--- src/hdl/lmms_pkg.sv ---
// ============================================================================
// LED matrix marquee scroller package
// Shared transaction types and fixed constants for the marquee scroller.
// ============================================================================
package lmms_pkg;

    // Glyph geometry: 16 rows of two bytes each.
    localparam int GLYPH_BYTES      = 32;
    localparam int GLYPH_BYTES_LOG2 = 5;
    localparam int GLYPH_ROWS       = 16;

    // Operation codes carried in the mode field.
    localparam logic [1:0] MODE_LOAD   = 2'd0;
    localparam logic [1:0] MODE_ROTATE = 2'd1;
    localparam logic [1:0] MODE_SHOW   = 2'd2;

    typedef struct packed {
        logic [1:0] mode;
        logic [7:0] byte_index;
        logic [7:0] byte_value;
    } in_item_t;

    typedef struct packed {
        logic [1:0] chip;
        logic [3:0] digit_register;
        logic [7:0] segment_byte;
        logic       last;
    } out_item_t;

endpackage

--- src/hdl/lmms_ram.sv ---
// ============================================================================
// Generic single-port-write RAM
// One write port and one read port with registered read data.
// ============================================================================
module lmms_ram #(
    parameter int WIDTH = 8,
    parameter int DEPTH = 256
) (
    input  logic                     clk,
    input  logic                     we,
    input  logic [$clog2(DEPTH)-1:0] waddr,
    input  logic [WIDTH-1:0]         wdata,
    input  logic [$clog2(DEPTH)-1:0] raddr,
    output logic [WIDTH-1:0]         rdata
);

    logic [WIDTH-1:0] mem [DEPTH];

    always_ff @(posedge clk)
    begin
        if (we)
        begin
            mem[waddr] <= wdata;
        end
        rdata <= mem[raddr];
    end

endmodule

--- src/hdl/led_matrix_marquee_scroller.sv ---
// ============================================================================
// LED matrix marquee scroller
// Frame buffer of 16x16 glyphs with load, one-column ring rotate and
// display-driver register write generation for the first glyph.
// ============================================================================
// The block keeps MAX_CHARS glyphs of 16x16 pixels in a RAM with one
// write port and one read port, 32 bytes per glyph, each row stored as its
// left byte then its right byte. An input transaction is taken only while
// the block is idle. A rotate first reads the left byte of every row of
// glyph 0 to save the bits that wrap around, then rewrites every byte of
// the ring by reading it, reading its neighbor and writing it, one byte at
// a time through the single RAM read port. A show produces 32 output
// transactions, one at a time: each register write must be taken before
// the next byte is read. The char_count register is written through its
// own channel, which is always ready; values of zero act as one and values
// above MAX_CHARS act as MAX_CHARS. Frame buffer bytes read before they
// were loaded give undefined pixels.
// ============================================================================
module led_matrix_marquee_scroller #(
    parameter int MAX_CHARS = 8
) (
    input  logic               clk,
    input  logic               rst_n,
    input  logic               in_valid,
    output logic               in_ready,
    input  lmms_pkg::in_item_t in_data,
    output logic               out_valid,
    input  logic               out_ready,
    output lmms_pkg::out_item_t out_data,
    input  logic               cfg_valid,
    output logic               cfg_ready,
    input  logic [3:0]         cfg_data
);

    localparam int BUF_BYTES = MAX_CHARS * lmms_pkg::GLYPH_BYTES;
    localparam int AW        = $clog2(BUF_BYTES);
    localparam int CW        = AW + 1;

    typedef enum logic [3:0] {
        S_IDLE,
        S_WRAP_RD,
        S_WRAP_CAP,
        S_ROT_RD_CUR,
        S_ROT_RD_NB,
        S_ROT_WR,
        S_SHOW_RD,
        S_SHOW_LOAD,
        S_SHOW_WAIT
    } state_t;

    state_t              state_reg, state_next;
    logic [CW-1:0]       cnt_reg, cnt_next;
    logic [CW-1:0]       len_reg, len_next;
    logic [15:0]         wrap_reg, wrap_next;
    logic [7:0]          cur_reg, cur_next;
    logic [3:0]          char_count_reg, char_count_next;
    logic                out_valid_reg, out_valid_next;
    lmms_pkg::out_item_t out_reg, out_next;

    logic                ram_we;
    logic [AW-1:0]       ram_waddr;
    logic [7:0]          ram_wdata;
    logic [AW-1:0]       ram_raddr;
    logic [7:0]          ram_rdata;

    logic                in_fire;
    logic [CW-1:0]       ring_len;
    logic [CW-1:0]       cnt_inc;
    logic                wrap_case;
    logic                in_bit;

    lmms_ram #(
        .WIDTH (8),
        .DEPTH (BUF_BYTES)
    ) u_frame_ram (
        .clk   (clk),
        .we    (ram_we),
        .waddr (ram_waddr),
        .wdata (ram_wdata),
        .raddr (ram_raddr),
        .rdata (ram_rdata)
    );

    assign in_ready  = (state_reg == S_IDLE);
    assign in_fire   = in_valid && in_ready;
    assign cfg_ready = 1'b1;
    assign out_valid = out_valid_reg;
    assign out_data  = out_reg;

    // Ring length in bytes, with the glyph count clamped to the legal range.
    always_comb
    begin
        if (char_count_reg == 4'd0)
        begin
            ring_len = CW'(lmms_pkg::GLYPH_BYTES);
        end
        else if (32'(char_count_reg) > MAX_CHARS)
        begin
            ring_len = CW'(BUF_BYTES);
        end
        else
        begin
            ring_len = CW'(char_count_reg) << lmms_pkg::GLYPH_BYTES_LOG2;
        end
    end

    assign cnt_inc = cnt_reg + CW'(1);

    // The right byte of a row in the last glyph takes its new bit from the
    // saved left byte of the same row of glyph 0.
    assign wrap_case = (cnt_reg + CW'(lmms_pkg::GLYPH_BYTES)) >= len_reg;
    assign in_bit    = (cnt_reg[0] && wrap_case) ? wrap_reg[cnt_reg[4:1]] : ram_rdata[7];

    // RAM read address for the current step.
    always_comb
    begin
        case (state_reg)
            S_WRAP_RD:
            begin
                ram_raddr = AW'({cnt_reg[3:0], 1'b0});
            end
            S_ROT_RD_CUR, S_SHOW_RD:
            begin
                ram_raddr = cnt_reg[AW-1:0];
            end
            S_ROT_RD_NB:
            begin
                if (cnt_reg[0])
                begin
                    ram_raddr = cnt_reg[AW-1:0] + AW'(lmms_pkg::GLYPH_BYTES - 1);
                end
                else
                begin
                    ram_raddr = cnt_reg[AW-1:0] + AW'(1);
                end
            end
            default:
            begin
                ram_raddr = '0;
            end
        endcase
    end

    // RAM write port: loads while idle, rotated bytes during a rotate.
    always_comb
    begin
        if (state_reg == S_ROT_WR)
        begin
            ram_we    = 1'b1;
            ram_waddr = cnt_reg[AW-1:0];
            ram_wdata = {cur_reg[6:0], in_bit};
        end
        else
        begin
            ram_we    = in_fire && (in_data.mode == lmms_pkg::MODE_LOAD) &&
                        (32'(in_data.byte_index) < BUF_BYTES);
            ram_waddr = AW'(in_data.byte_index);
            ram_wdata = in_data.byte_value;
        end
    end

    // Sequencer next-state logic.
    always_comb
    begin
        state_next      = state_reg;
        cnt_next        = cnt_reg;
        len_next        = len_reg;
        wrap_next       = wrap_reg;
        cur_next        = cur_reg;
        out_valid_next  = out_valid_reg;
        out_next        = out_reg;
        char_count_next = char_count_reg;

        if (cfg_valid && cfg_ready)
        begin
            char_count_next = cfg_data;
        end

        case (state_reg)
            S_IDLE:
            begin
                cnt_next = '0;
                if (in_fire)
                begin
                    case (in_data.mode)
                        lmms_pkg::MODE_ROTATE:
                        begin
                            len_next   = ring_len;
                            state_next = S_WRAP_RD;
                        end
                        lmms_pkg::MODE_SHOW:
                        begin
                            state_next = S_SHOW_RD;
                        end
                        default:
                        begin
                            state_next = S_IDLE;
                        end
                    endcase
                end
            end
            S_WRAP_RD:
            begin
                state_next = S_WRAP_CAP;
            end
            S_WRAP_CAP:
            begin
                wrap_next[cnt_reg[3:0]] = ram_rdata[7];
                if (cnt_reg[3:0] == 4'(lmms_pkg::GLYPH_ROWS - 1))
                begin
                    cnt_next   = '0;
                    state_next = S_ROT_RD_CUR;
                end
                else
                begin
                    cnt_next   = cnt_inc;
                    state_next = S_WRAP_RD;
                end
            end
            S_ROT_RD_CUR:
            begin
                state_next = S_ROT_RD_NB;
            end
            S_ROT_RD_NB:
            begin
                cur_next   = ram_rdata;
                state_next = S_ROT_WR;
            end
            S_ROT_WR:
            begin
                cnt_next = cnt_inc;
                if (cnt_inc == len_reg)
                begin
                    state_next = S_IDLE;
                end
                else
                begin
                    state_next = S_ROT_RD_CUR;
                end
            end
            S_SHOW_RD:
            begin
                state_next = S_SHOW_LOAD;
            end
            S_SHOW_LOAD:
            begin
                // Chips alternate by byte parity, the quadrant by the upper half.
                out_next.chip           = {~cnt_reg[0], ~cnt_reg[4]};
                out_next.digit_register = {1'b0, cnt_reg[3:1]} + 4'd1;
                out_next.segment_byte   = ram_rdata;
                out_next.last           = (cnt_reg[4:0] == 5'(lmms_pkg::GLYPH_BYTES - 1));
                out_valid_next          = 1'b1;
                state_next              = S_SHOW_WAIT;
            end
            S_SHOW_WAIT:
            begin
                if (out_ready)
                begin
                    out_valid_next = 1'b0;
                    if (out_reg.last)
                    begin
                        state_next = S_IDLE;
                    end
                    else
                    begin
                        cnt_next   = cnt_inc;
                        state_next = S_SHOW_RD;
                    end
                end
            end
            default:
            begin
                state_next = S_IDLE;
            end
        endcase
    end

    always_ff @(posedge clk or negedge rst_n)
    begin
        if (!rst_n)
        begin
            state_reg      <= S_IDLE;
            cnt_reg        <= '0;
            len_reg        <= '0;
            wrap_reg       <= '0;
            cur_reg        <= '0;
            char_count_reg <= 4'd1;
            out_valid_reg  <= 1'b0;
            out_reg        <= '0;
        end
        else
        begin
            state_reg      <= state_next;
            cnt_reg        <= cnt_next;
            len_reg        <= len_next;
            wrap_reg       <= wrap_next;
            cur_reg        <= cur_next;
            char_count_reg <= char_count_next;
            out_valid_reg  <= out_valid_next;
            out_reg        <= out_next;
        end
    end

endmodule

--- config.mk ---
export PLATFORM = sky130hd
export DESIGN_NAME = led_matrix_marquee_scroller
export DESIGN_NICKNAME = d
export VERILOG_FILES = /design/src/hdl/lmms_pkg.sv /design/src/hdl/lmms_ram.sv /design/src/hdl/led_matrix_marquee_scroller.sv
export SDC_FILE = /design/constraint.sdc
export NUM_CORES = 2
export LEC_CHECK = 0
export BUFFER_PORTS_ARGS = -buffer_cell sky130_fd_sc_hd__buf_2
export CAP_MARGIN = 0
export CORE_ASPECT_RATIO = 0.6
export CORE_MARGIN = 4
export CORE_UTILIZATION = 31
export CTS_BUF_LIST = sky130_fd_sc_hd__clkbuf_16
export DETAILED_ROUTE_END_ITERATION = 8
export GPL_TIMING_DRIVEN = 0
export PLACE_DENSITY = 0.47
export SLEW_MARGIN = 20
export SYNTH_ARGS = -nofsm -noshare
export SYNTH_HDL_FRONTEND = slang
export SYNTH_SLANG_ARGS = --single-unit
export TNS_END_PERCENT = 10
--- constraint.sdc ---
create_clock -name clk -period 43.9 [get_ports clk]
set_input_delay 8.78 -clock clk [delete_from_list [all_inputs] [get_ports clk]]
set_output_delay 8.78 -clock clk [all_outputs]
set_load 0.01 [all_outputs]
==> metrics.txt <==
status=finished with violations; failing checks=max-capacitance violations, max-slew violations; Final nets=6902; PwrDens=75.6 mW/mm^2; FFs w/ async S/R, synth=2.84%; #FFs+latches synth=2116; Pleak=33.9 nW; CTS clock-pin slew for the worst setup and hold paths=60 ps; vias per cell=6.37; Synth Area per Inst=13.3 sq um; Routed WL=512000 microns; Required @ worst endpoint=44400 ps; Mapped Area=0.0865 sq mm; Slew Limit Headroom=-1.56%; H-tree levels=4; Final period util=27.9%; Least-Margin Pin Slew=1510 ps; Layout fillers=26500; clock latency on the worst-skew pair=920 ps; IO Port Bufs=43; CTS tree=yes; Top FF cell, synth=edfxtp_1; Yosys warnings=0; vias in the first global route=58100; Post-CTS Hold Fix Bufs=0; syn_nets=6529; Finished Layout Cells=10800; final slew viol count=2; post-synth top area cell=edfxtp_1; delay-heaviest family, CP=simple AND/OR/NAND/NOR gates; CTS Buf Count=206; DIE WIDTH=690 microns; Worst Clk Skew=53.8 ps; DR vias=68800; DIE AREA=0.288 sq mm; Remaining Overflow, GRT=0; final worst setup slack=31640 ps; setup violators final=0; GRT Total Usage=34.6%; HPWL Detailed=377000 microns; Placed Cells=10300; DRT Pass-1 Iters=8; Layout area overhead=17.0%; critical path's largest stage delay=920 ps; min Tclk post-route=12260 ps; synth unique cells=77; Mapped Cells=6485; critical path buffer and inverter count=3; Pwr Total=7.65 mW; critical path endpoint category=register; setup TNS=0 ps; CORE AREA=0.276 sq mm; Tightest Hold Check Type=reg2reg; number of failing hold endpoints at the final stage=0; Multi-input gate area=0.0214 sq mm; die height=417 microns; post-cts sizing count=0; crit path DAT=12760 ps; Site Rows=149; worst path cell trace=buf_2, nor2b_1, nand2_1, or3_1, and2_1, o22ai_1, nand2_1, clkbuf_2, buf_16, nor2_1; largest net degree at the start of global routing=75; Largest register FFs=2048; slowest CP cell=nand2_1; Max Freq=81.6 MHz; top cell type's share of synthesized area=71.1%; Reg area=0.0632 sq mm; cell mode on critical path=nand2_1; initial antenna violation count=124; critical path class=in2reg; largest cells by area after synthesis=edfxtp_1 71%, nand2_1 7.1%, a311oi_1 2.8%, nand3_1 2.7%, and3_1 1.8%; average wire per standard cell=47.4 microns; clock root cell=clkbuf_16; post-synthesis sequential area ratio=73.1%; critical path peak fanout=8; Clock Sink Count=2116; drt drc=0; drt initial violations=15500; post-route design area=0.101 sq mm; clock buffer depth=4; Worst VDD drop=0.0428 mV; EDFF count, synth=2048; IO Count=45; first-pass GRT wire length=636000 microns; GPL Wtd Cong=1.06; Starting Density=31.3%; placed instance area=0.0946 sq mm; CP Launch Type=input pin; Setup Fix Bufs, Post-CTS=0; Routed Antenna Nets=0; maxcap violations=1; worst hold margin=444 ps; pre-CTS WS=31060 ps; utilization after layout=36.6%; layout cells sized above 1=14.9%; RSZ-0062 raised after global routing=false
## cells in the final DEF (no fill, tap or decap), types with 66 or more instances in the layout
master / n
edfxtp_1: 2048
nand2_1: 1619
nand3_1: 467
buf_2: 300
a311oi_1: 272
and3_1: 253
nor2_1: 211
clkbuf_16: 208
a211oi_1: 174
a31oi_1: 126
a21oi_1: 116
mux2i_1: 99
clkbuf_2: 90
diode_2: 87
nor2_2: 86
inv_1: 72
buf_16: 66
## routing by layer
metal | global-route usage, % | up-vias | wire length [microns]
met4 | 13.0 | 38 | 22200
li1 | - | 25300 | -
met3 | 22.1 | 1065 | 97100
met5 | 1.64 | - | 1130
met2 | 40.7 | 6731 | 180000
met1 | 48.9 | 35700 | 212000
## where the power goes
| part | switching [mW] | leakage, nW | internal [mW] |
|---|---|---|---|
| Clock | 0.842 | 3.29 | 0.928 |
| Sequential | 0.0192 | 19.3 | 2.31 |
| Combinational | 2.91 | 11.4 | 0.649 |
## logic make-up after synthesis
kind of cell               share of synthesized area [%]
muxes                                               1.93
and+or+nand+nor                                     14.0
xor gates and xnor gates                           0.152
adders and majority gates                          0.246
DFF                                                 73.1
AOI/OAI and AO/OA                                   7.88
other                                            0.00434
buffers and inverters                               2.79
## worst min-delay path: stages, from the launching register on
cell,delay (ps)
dfxtp_1,310
nand2_1,60
nand2_1,40
## final cells by class
| cell class | count | share of cell area (%) |
|---|---|---|
| plain buffers | 481 | 2.46 |
| clock buffers | 208 | 5.15 |
| well taps | 3699 | 4.58 |
| clock inverters | 156 | 1.03 |
| inverters | 16 | 0.0594 |
| flip-flops and latches | 2116 | 62.5 |
| repair buffers | 165 | 2.86 |
| multi-input cells | 3872 | 21.2 |
| diodes | 87 | 0.215 |
## cell usage after synthesis, types with 46 or more instances
library cell / instances
edfxtp_1: 2048
nand2_1: 1629
nand3_1: 467
nor2_1: 298
a311oi_1: 280
and3_1: 253
buf_2: 231
a211oi_1: 180
clkbuf_1: 149
a31oi_1: 131
a21oi_1: 117
mux2i_1: 101
dfrtp_1: 59
buf_4: 47
o21ai_0: 46
## worst paths after layout
check,start,to,slack (ps),cells past startpoint
hold / removal,u_frame_ram.rdata[5],cur_reg[5],440,2
max in group asynchronous,rst_n,char_count_reg[0],35650,2
setup reg to reg,cnt_reg[0],u_frame_ram.rdata[6],35170,16
hold reg to reg,u_frame_ram.rdata[5],cur_reg[5],440,2
setup / recovery,in_data[17],u_frame_ram.mem[77][0],31640,10
min in group asynchronous,rst_n,cur_reg[1],7730,1
No activity file was read; power rests on OpenSTA's default activity.
